**src/hdl/ffca_pkg.sv**
```systemverilog
// Shared types and constants for the first-fit contiguous allocator.
// No dependencies.
package ffca_pkg;

    localparam int unsigned REQ_W           = 11;
    localparam int unsigned START_W         = 10;
    localparam int unsigned NUM_BLOCKS_DFLT = 1024;

    typedef struct packed {
        logic               granted;
        logic [START_W-1:0] start_block;
    } t_result;

endpackage

```
**src/hdl/ffca_req_if.sv**
```systemverilog
// Request channel: valid/ready handshake carrying the block count.
// Depends on ffca_pkg.
interface ffca_req_if;
    logic                        valid;
    logic                        ready;
    logic [ffca_pkg::REQ_W-1:0]  blocks_requested;

    modport source (output valid, output blocks_requested, input ready);
    modport sink   (input valid, input blocks_requested, output ready);
endinterface

```
**src/hdl/ffca_rsp_if.sv**
```systemverilog
// Response channel: valid/ready handshake carrying grant flag and start block.
// Depends on ffca_pkg.
interface ffca_rsp_if;
    logic                          valid;
    logic                          ready;
    logic                          granted;
    logic [ffca_pkg::START_W-1:0]  start_block;

    modport source (output valid, output granted, output start_block, input ready);
    modport sink   (input valid, input granted, input start_block, output ready);
endinterface

```
**src/hdl/first_fit_contiguous_allocator.sv**
```systemverilog
// First-fit contiguous block allocator, top level.
// Depends on ffca_pkg, ffca_req_if, ffca_rsp_if, ffca_map_ram, ffca_engine.
//
// i_req carries blocks_requested; each accepted beat yields exactly one beat
// on o_rsp with granted and start_block (start_block is 0 when not granted).
// The map holds one bit per block in a single-port-read, single-port-write RAM.
// A request walks the map from block 0, one block per cycle through the RAM
// read port, and stops at the first free run long enough; the run is then
// written as allocated, one block per cycle through the write port.
// One request is in flight at a time; i_req.ready rises again once the
// result has moved into the output register.
// Reset: the map is cleared by a pass over all NUM_BLOCKS entries, one per
// cycle, during which i_req.ready stays low.
// Receiver stall: the output register holds its beat; the next request can
// still be taken and worked on, and its result waits until the register frees.
module first_fit_contiguous_allocator #(
    parameter int unsigned NUM_BLOCKS = ffca_pkg::NUM_BLOCKS_DFLT
) (
    input  logic              i_clk,
    input  logic              i_rst_n,
    ffca_req_if.sink          i_req,
    ffca_rsp_if.source        o_rsp
);

    localparam int unsigned AW = $clog2(NUM_BLOCKS);

    logic              eng_res_valid;
    logic              eng_res_ready;
    ffca_pkg::t_result eng_res;
    logic              ram_we;
    logic [AW-1:0]     ram_wr_addr;
    logic              ram_wr_data;
    logic              ram_rd_en;
    logic [AW-1:0]     ram_rd_addr;
    logic              ram_rd_data;

    logic              r_out_valid;
    ffca_pkg::t_result r_out;

    ffca_map_ram #(
        .NUM_BLOCKS (NUM_BLOCKS)
    ) u_map_ram (
        .i_clk     (i_clk),
        .i_we      (ram_we),
        .i_wr_addr (ram_wr_addr),
        .i_wr_data (ram_wr_data),
        .i_rd_en   (ram_rd_en),
        .i_rd_addr (ram_rd_addr),
        .o_rd_data (ram_rd_data)
    );

    ffca_engine #(
        .NUM_BLOCKS (NUM_BLOCKS)
    ) u_engine (
        .i_clk              (i_clk),
        .i_rst_n            (i_rst_n),
        .i_req_valid        (i_req.valid),
        .o_req_ready        (i_req.ready),
        .i_blocks_requested (i_req.blocks_requested),
        .o_res_valid        (eng_res_valid),
        .i_res_ready        (eng_res_ready),
        .o_res              (eng_res),
        .o_we               (ram_we),
        .o_wr_addr          (ram_wr_addr),
        .o_wr_data          (ram_wr_data),
        .o_rd_en            (ram_rd_en),
        .o_rd_addr          (ram_rd_addr),
        .i_rd_data          (ram_rd_data)
    );

    assign eng_res_ready = !r_out_valid || o_rsp.ready;

    always_ff @(posedge i_clk) begin
        if (!i_rst_n) begin
            r_out_valid <= 1'b0;
        end else begin
            if (eng_res_valid && eng_res_ready) begin
                r_out_valid <= 1'b1;
                r_out       <= eng_res;
            end else if (o_rsp.ready) begin
                r_out_valid <= 1'b0;
            end
        end
    end

    assign o_rsp.valid       = r_out_valid;
    assign o_rsp.granted     = r_out.granted;
    assign o_rsp.start_block = r_out.start_block;

endmodule

```
**src/hdl/ffca_map_ram.sv**
```systemverilog
// Allocation map: one bit per block, one write and one registered read port.
// Depends on ffca_pkg.
module ffca_map_ram #(
    parameter  int unsigned NUM_BLOCKS = ffca_pkg::NUM_BLOCKS_DFLT,
    localparam int unsigned AW         = $clog2(NUM_BLOCKS)
) (
    input  logic          i_clk,
    input  logic          i_we,
    input  logic [AW-1:0] i_wr_addr,
    input  logic          i_wr_data,
    input  logic          i_rd_en,
    input  logic [AW-1:0] i_rd_addr,
    output logic          o_rd_data
);

    logic r_mem [NUM_BLOCKS];
    logic r_rd_data;

    always_ff @(posedge i_clk) begin
        if (i_we) begin
            r_mem[i_wr_addr] <= i_wr_data;
        end
    end

    always_ff @(posedge i_clk) begin
        if (i_rd_en) begin
            r_rd_data <= r_mem[i_rd_addr];
        end
    end

    assign o_rd_data = r_rd_data;

endmodule

```
**src/hdl/ffca_engine.sv**
```systemverilog
// Allocation sequencer: clears the map after reset, scans it for the first
// free run, marks the run. Depends on ffca_pkg; drives ffca_map_ram ports.
module ffca_engine #(
    parameter  int unsigned NUM_BLOCKS = ffca_pkg::NUM_BLOCKS_DFLT,
    localparam int unsigned AW         = $clog2(NUM_BLOCKS)
) (
    input  logic                        i_clk,
    input  logic                        i_rst_n,
    input  logic                        i_req_valid,
    output logic                        o_req_ready,
    input  logic [ffca_pkg::REQ_W-1:0]  i_blocks_requested,
    output logic                        o_res_valid,
    input  logic                        i_res_ready,
    output ffca_pkg::t_result           o_res,
    output logic                        o_we,
    output logic [AW-1:0]               o_wr_addr,
    output logic                        o_wr_data,
    output logic                        o_rd_en,
    output logic [AW-1:0]               o_rd_addr,
    input  logic                        i_rd_data
);

    localparam int unsigned SW = (AW > ffca_pkg::REQ_W) ? AW : ffca_pkg::REQ_W;
    localparam logic [AW-1:0] LAST = AW'(NUM_BLOCKS - 1);

    typedef enum logic [2:0] {
        S_CLEAR,
        S_IDLE,
        S_SCAN,
        S_MARK,
        S_REPLY
    } t_state;

    t_state                      r_state;
    logic [AW-1:0]               r_wr_addr;
    logic [AW-1:0]               r_rd_addr;
    logic [AW-1:0]               r_chk_addr;
    logic                        r_issue;
    logic                        r_chk_v;
    logic [ffca_pkg::REQ_W-1:0]  r_want;
    logic [ffca_pkg::REQ_W-1:0]  r_run;
    logic [ffca_pkg::REQ_W-1:0]  r_left;
    ffca_pkg::t_result           r_res;

    logic [ffca_pkg::REQ_W-1:0]  run_nx;
    logic [SW-1:0]               start_sw;
    logic                        hit;

    assign run_nx   = r_run + ffca_pkg::REQ_W'(1);
    assign start_sw = SW'(r_chk_addr) + SW'(1) - SW'(r_want);
    assign hit      = r_chk_v && !i_rd_data && (run_nx == r_want);

    assign o_req_ready = (r_state == S_IDLE);
    assign o_res_valid = (r_state == S_REPLY);
    assign o_res       = r_res;
    assign o_we        = (r_state == S_CLEAR) || (r_state == S_MARK);
    assign o_wr_addr   = r_wr_addr;
    assign o_wr_data   = (r_state == S_MARK);
    assign o_rd_en     = (r_state == S_SCAN) && r_issue;
    assign o_rd_addr   = r_rd_addr;

    always_ff @(posedge i_clk) begin
        if (!i_rst_n) begin
            r_state   <= S_CLEAR;
            r_wr_addr <= '0;
            r_issue   <= 1'b0;
            r_chk_v   <= 1'b0;
        end else begin
            unique case (r_state)
                S_CLEAR: begin
                    r_wr_addr <= r_wr_addr + AW'(1);
                    if (r_wr_addr == LAST) begin
                        r_state <= S_IDLE;
                    end
                end
                S_IDLE: begin
                    if (i_req_valid) begin
                        r_want    <= i_blocks_requested;
                        r_run     <= '0;
                        r_rd_addr <= '0;
                        r_chk_v   <= 1'b0;
                        if (i_blocks_requested == '0) begin
                            r_res   <= '0;
                            r_state <= S_REPLY;
                        end else begin
                            r_issue <= 1'b1;
                            r_state <= S_SCAN;
                        end
                    end
                end
                S_SCAN: begin
                    // reads are gated by S_SCAN, so a stale r_issue after a hit is harmless
                    if (r_issue) begin
                        r_rd_addr <= r_rd_addr + AW'(1);
                        if (r_rd_addr == LAST) begin
                            r_issue <= 1'b0;
                        end
                    end
                    r_chk_v    <= r_issue;
                    r_chk_addr <= r_rd_addr;
                    if (r_chk_v) begin
                        if (i_rd_data) begin
                            r_run <= '0;
                        end else begin
                            r_run <= run_nx;
                        end
                    end
                    priority if (hit) begin
                        r_wr_addr         <= start_sw[AW-1:0];
                        r_left            <= r_want;
                        r_res.granted     <= 1'b1;
                        r_res.start_block <= start_sw[ffca_pkg::START_W-1:0];
                        r_state           <= S_MARK;
                    end else if (r_chk_v && (r_chk_addr == LAST)) begin
                        r_res   <= '0;
                        r_state <= S_REPLY;
                    end else begin
                    end
                end
                S_MARK: begin
                    r_wr_addr <= r_wr_addr + AW'(1);
                    r_left    <= r_left - ffca_pkg::REQ_W'(1);
                    if (r_left == ffca_pkg::REQ_W'(1)) begin
                        r_state <= S_REPLY;
                    end
                end
                S_REPLY: begin
                    if (i_res_ready) begin
                        r_state <= S_IDLE;
                    end
                end
                default: begin
                    r_state <= S_IDLE;
                end
            endcase
        end
    end

endmodule

```
**src/flat_wrapper.sv**
```systemverilog
// flat-port wrapper written by rule: the top's interface ports become plain ports
module first_fit_contiguous_allocator_flat 
#(
    parameter int unsigned NUM_BLOCKS = ffca_pkg::NUM_BLOCKS_DFLT
)
  (i_clk, i_rst_n, i_req_valid, i_req_blocks_requested, i_req_ready, o_rsp_valid, o_rsp_granted, o_rsp_start_block, o_rsp_ready);
  ffca_req_if i_req_i ();
  ffca_rsp_if o_rsp_i ();
  input  logic i_clk;
  input  logic i_rst_n;
  input wire logic [$bits(i_req_i.valid)-1:0] i_req_valid;
  input wire logic [$bits(i_req_i.blocks_requested)-1:0] i_req_blocks_requested;
  output wire logic [$bits(i_req_i.ready)-1:0] i_req_ready;
  output wire logic [$bits(o_rsp_i.valid)-1:0] o_rsp_valid;
  output wire logic [$bits(o_rsp_i.granted)-1:0] o_rsp_granted;
  output wire logic [$bits(o_rsp_i.start_block)-1:0] o_rsp_start_block;
  input wire logic [$bits(o_rsp_i.ready)-1:0] o_rsp_ready;
  assign i_req_i.valid = i_req_valid;
  assign i_req_i.blocks_requested = i_req_blocks_requested;
  assign i_req_ready = i_req_i.ready;
  assign o_rsp_valid = o_rsp_i.valid;
  assign o_rsp_granted = o_rsp_i.granted;
  assign o_rsp_start_block = o_rsp_i.start_block;
  assign o_rsp_i.ready = o_rsp_ready;
  first_fit_contiguous_allocator #(.NUM_BLOCKS(NUM_BLOCKS)) u_core (.i_clk(i_clk), .i_rst_n(i_rst_n), .i_req(i_req_i), .o_rsp(o_rsp_i));
endmodule
```
**config.mk**
```make
export PLATFORM = sky130hd
export DESIGN_NAME = first_fit_contiguous_allocator_flat
export DESIGN_NICKNAME = d
export VERILOG_FILES = /design/src/hdl/ffca_pkg.sv /design/src/hdl/ffca_req_if.sv /design/src/hdl/ffca_rsp_if.sv /design/src/hdl/first_fit_contiguous_allocator.sv /design/src/hdl/ffca_map_ram.sv /design/src/hdl/ffca_engine.sv /design/src/flat_wrapper.sv
export SDC_FILE = /design/constraint.sdc
export NUM_CORES = 2
export LEC_CHECK = 0
export ABC_CLOCK_PERIOD_IN_PS = 30400
export BUFFER_PORTS_ARGS = -buffer_cell sky130_fd_sc_hd__buf_4
export CAP_MARGIN = 0
export CORE_ASPECT_RATIO = 0.7
export CORE_MARGIN = 3
export CORE_UTILIZATION = 56
export DETAILED_ROUTE_END_ITERATION = 12
export GPL_ROUTABILITY_DRIVEN = 1
export PLACE_DENSITY = 0.81
export RECOVER_POWER = 25
export SYNTH_ARGS = -nofsm -noshare
export SYNTH_HDL_FRONTEND = slang
export SYNTH_SLANG_ARGS = --single-unit
export TNS_END_PERCENT = 10
```
**constraint.sdc**
```tcl
create_clock -name i_clk -period 30.4 [get_ports i_clk]
set_input_delay 3.04 -clock i_clk [delete_from_list [all_inputs] [get_ports i_clk]]
set_output_delay 3.04 -clock i_clk [all_outputs]
set_load 0.02 [all_outputs]
```
==> out/results.tsv <==
stage	metric	value	unit
die	Core Area	86500	µm²
synthesis	ys async rst share	0	%
timing	part of the cycle the worst path needs	33.8	%
die	initial core utilization	56.8	%
synthesis	cells after synthesis	3500	
timing	Final Max Slew Viols	808	
timing	Final Skew	0.0261	ns
place	placed cells	4426	
worst_setup_path	CP Class	reg -> reg	
run_status	failing checks	capacitance limit, slew limit	
global_routing	Total Routing Usage GR	29.2	%
detailed_routing	post-DR wirelength/cell	29.2	µm
die	Chip Height	254	µm
synthesis	Mapped Nets	3541	
cts	CTS clk-pin slew, worst paths	0.07	ns
worst_setup_path	worst-path maximum fanout	117	
timing	Period minus WS final	10.29	ns
cts	Sink Count	1116	
die	die span in x	360	µm
layout	Area growth syn-to-layout	8.12	%
cts	cts bufs inserted	95	
synthesis	synth unique cells	66	
cts	CTS tree	done	
place	Placement Setup Slack	25.19	ns
die	I/O pin cnt	28	
run	MaxCap Viol Count	18	
detailed_routing	Post-DRT Antenna Nets	0	
synthesis	Syn Area/Cell	14.0	µm²
timing	Final Hold Vio Count	0	
timing	Max Clk Rate	97.2	MHz
timing	slew margin rel.	-510	%
layout	fin cells	4603	
global_routing	largest net degree at the start of global routing	324	
place	gp weighted congestion	0.909	
worst_setup_path	crit path DAT	10.69	ns
place	I/O Buffers	27	
worst_setup_path	largest stage delay on the critical path	6.30	ns
cts	setup bufs post-CTS	0	
synthesis	Ys Warns	0	
hold_path	Hold Path Class	reg -> reg	
global_routing	vias in the first global route	29854	
power	P_leak	0.0136	µW
power	Power Density	55.7	nW/µm²
synthesis	Yosys reg bits	1116	
power	VDD IR-drop max	0.0592	mV
synthesis	Synth Cell Area	49100	µm²
run_status	status	finished, violations left	
worst_setup_path	Bufs and invs on worst path	1	
layout	filler cell count	6122	
cts	clock latency on the worst-skew pair	0.68	ns
timing	setup_tns	0	ns
timing	Worst-Margin Slew	9.15	ns
place	HPWL after DPL	74000	µm
cts	Max H-tree Level	3	
synthesis	register area share after synthesis	67.9	%
layout	share of layout cells above drive strength 1	14.0	%
timing	RSZ-0062 raised after global routing	no	
detailed_routing	vias per cell	6.76	
timing	PnR worst setup slack	20.11	ns
layout	Final nets	3414	
cts	clk buf depth	3	
timing	setup violators final	0	
cts	root buffer cell	clkbuf_16	
synthesis	Top FF cell, synth	edfxtp_1	
worst_setup_path	CP startpoint kind	register	
detailed_routing	initial drt markers	5892	
worst_setup_path	CP cell instances	clkbuf_1 > mux4_2 > mux4_2 > o21ai_0 > o21ai_0 > a31oi_1 > o311a_1 > o32ai_1	
detailed_routing	drt pass-1 iters	6	
cts	hold_buf cts	0	
global_routing	initial antenna violation count	4	
worst_setup_path	Required @ worst endpoint	30.80	ns
detailed_routing	DR vias	31119	
global_routing	grt ovf	0	
die	# rows	90	
global_routing	first-pass GRT wire length	195000	µm
detailed_routing	Routed WL	134000	µm
synthesis	Post-synth EDFFs	1100	
worst_setup_path	CP max-delay cell	clkbuf_1	
detailed_routing	Post-route DRC	0	
worst_setup_path	CP Capture Type	register	
die	Die ar.	91300	µm²
worst_setup_path	CP top delay family	buffers and inverters	
cts	post-cts sizing count	0	
==> Yosys cell counts, types with 4 or more instances <==
master / instances / area share [%]
clkbuf_1: 260 / 2.0
a211oi_1: 22 / 0.34
mux4_2: 237 / 11
a21oi_1: 62 / 0.63
inv_1: 37 / 0.28
dfxtp_1: 16 / 0.65
a311oi_1: 4 / 0.071
or2_2: 4 / 0.051
buf_1: 8 / 0.061
mux2i_1: 70 / 1.4
mux2_2: 10 / 0.23
nand3_1: 62 / 0.63
nand4_1: 12 / 0.15
buf_6: 16 / 0.37
and3_1: 26 / 0.33
edfxtp_1: 1100 / 67
nor2b_1: 12 / 0.15
o22ai_1: 8 / 0.10
a22o_1: 8 / 0.14
buf_2: 21 / 0.21
a22oi_1: 31 / 0.47
o221ai_1: 6 / 0.11
a221oi_1: 16 / 0.29
nand2b_1: 9 / 0.11
nor3_1: 21 / 0.21
o21ai_0: 46 / 0.47
a31oi_1: 11 / 0.14
nor2_1: 1094 / 8.4
nor3b_1: 7 / 0.11
and3b_1: 4 / 0.071
a2111oi_0: 5 / 0.089
buf_4: 14 / 0.21
or3_1: 4 / 0.051
xor2_1: 19 / 0.34
and2_1: 4 / 0.051
nor4_1: 9 / 0.11
ha_1: 25 / 0.64
nand2_1: 114 / 0.87
xnor2_1: 20 / 0.36
o211ai_1: 7 / 0.11
==> cell families (layout without fill, tap and decap cells) <==
| group | after synthesis | after routing | share of synthesized area (%) |
|---|---|---|---|
| muxes | 317 | 317 | 12.5 |
| other | 0 | 1 | 0 |
| xor gates and xnor gates | 43 | 43 | 0.882 |
| DFF | 1116 | 1116 | 67.9 |
| buffers and inverters | 356 | 308 | 3.13 |
| and+or+nand+nor | 1393 | 1393 | 11.5 |
| AOI/OAI and AO/OA | 249 | 249 | 3.41 |
| adders and majority gates | 26 | 26 | 0.678 |
==> path summary, 6_finish.rpt <==
kind	startpoint	depth (start not counted)	slack [ns]	endpoint
min	u_core.u_engine.o_res[0]	0	0.42	u_core.o_rsp.start_block[0]
max reg2reg	u_core.u_engine.o_rd_addr[0]	8	20.11	u_core.u_map_ram.o_rd_data
min reg2reg	u_core.u_engine.o_res[0]	0	0.42	u_core.o_rsp.start_block[0]
max	u_core.u_engine.o_rd_addr[0]	8	20.11	u_core.u_map_ram.o_rd_data
==> metal layers <==
layer	up-vias	GRT usage [%]	part of all wire, %
li1	12582	-	-
met1	15476	39.6	34
met2	2577	43.3	44
met3	478	10.5	16
met4	6	12.6	5.1
met5	-	0	0.052
==> power by group <==
group	switching, µW	internal [µW]	total (µW)
Combinational	23.0	3.95	27.0
Clock	554	711	1270
Sequential	0.935	1660	1660
==> sequential cells by signal (all words and copies together) (netlist names) <==
signal and count:
u_core.o_rsp.valid 1, u_core.u_map_ram.o_rd_data 1, u_core.u_engine.o_res 11, u_core.o_rsp.granted 1, u_core.u_engine.r_chk_addr 10, u_core.u_engine.r_left 11, u_core.o_rsp.start_block 10, u_core.u_engine.r_want 11
u_core.u_engine.r_issue 1, u_core.u_engine.r_run 11, u_core.u_engine.o_wr_addr 10, u_core.u_engine.r_state 3, u_core.u_engine.r_chk_v 1, u_core.u_map_ram.r_mem 1024, u_core.u_engine.o_rd_addr 10
==> final cells by class <==
class	count	area, µm²	share of cell area (%)
Multi-Input combinational cell	2028	14300	26.9
Clock buffer	118	2570	4.84
Antenna cell	1	2.50	0.00471
Clock inverter	58	616	1.16
Tap cell	1150	1440	2.71
Sequential cell	1116	33400	62.8
Timing Repair Buffer	95	668	1.26
Inverter	37	140	0.264
==> cells in the final DEF, fill, tap and decap left out, types with 5 or more instances in the layout <==
| cell type | n |
|---|---|
| edfxtp_1 | 1100 |
| nor2_1 | 1092 |
| mux4_2 | 237 |
| nand2_1 | 114 |
| clkbuf_16 | 100 |
| mux2i_1 | 70 |
| buf_4 | 63 |
| a21oi_1 | 62 |
| nand3_1 | 53 |
| o21ai_0 | 46 |
| clkbuf_1 | 40 |
| inv_1 | 36 |
| a22oi_1 | 31 |
| and3_1 | 26 |
| ha_1 | 25 |
| a211oi_1 | 22 |
| clkinv_1 | 21 |
| nor3_1 | 20 |
| xnor2_1 | 20 |
| xor2_1 | 19 |
| clkinv_2 | 18 |
| a221oi_1 | 16 |
| dfxtp_1 | 16 |
| bufinv_16 | 13 |
| nand4_1 | 12 |
| nor2b_1 | 11 |
| a31oi_1 | 11 |
| mux2_2 | 10 |
| nor4_1 | 9 |
| nand2b_1 | 9 |
| a22o_1 | 8 |
| o22ai_1 | 8 |
| nand3_2 | 7 |
| o211ai_1 | 7 |
| clkbuf_4 | 7 |
| o221ai_1 | 6 |
| nor3b_1 | 5 |
==> stage by stage <==
stage	instance area, µm²	hold slack [ns]	power [µW]	util (%)
after detailed placement	50100	0.419	1720	57.9
after floorplan	49100	0.400	1710	-
final	53100	0.424	2960	61.4
after global placement	50100	0.416	1720	57.9
after CTS	53300	0.428	2960	61.6
after global routing	53100	0.429	3020	61.4
(Power assumes the default switching activity.)
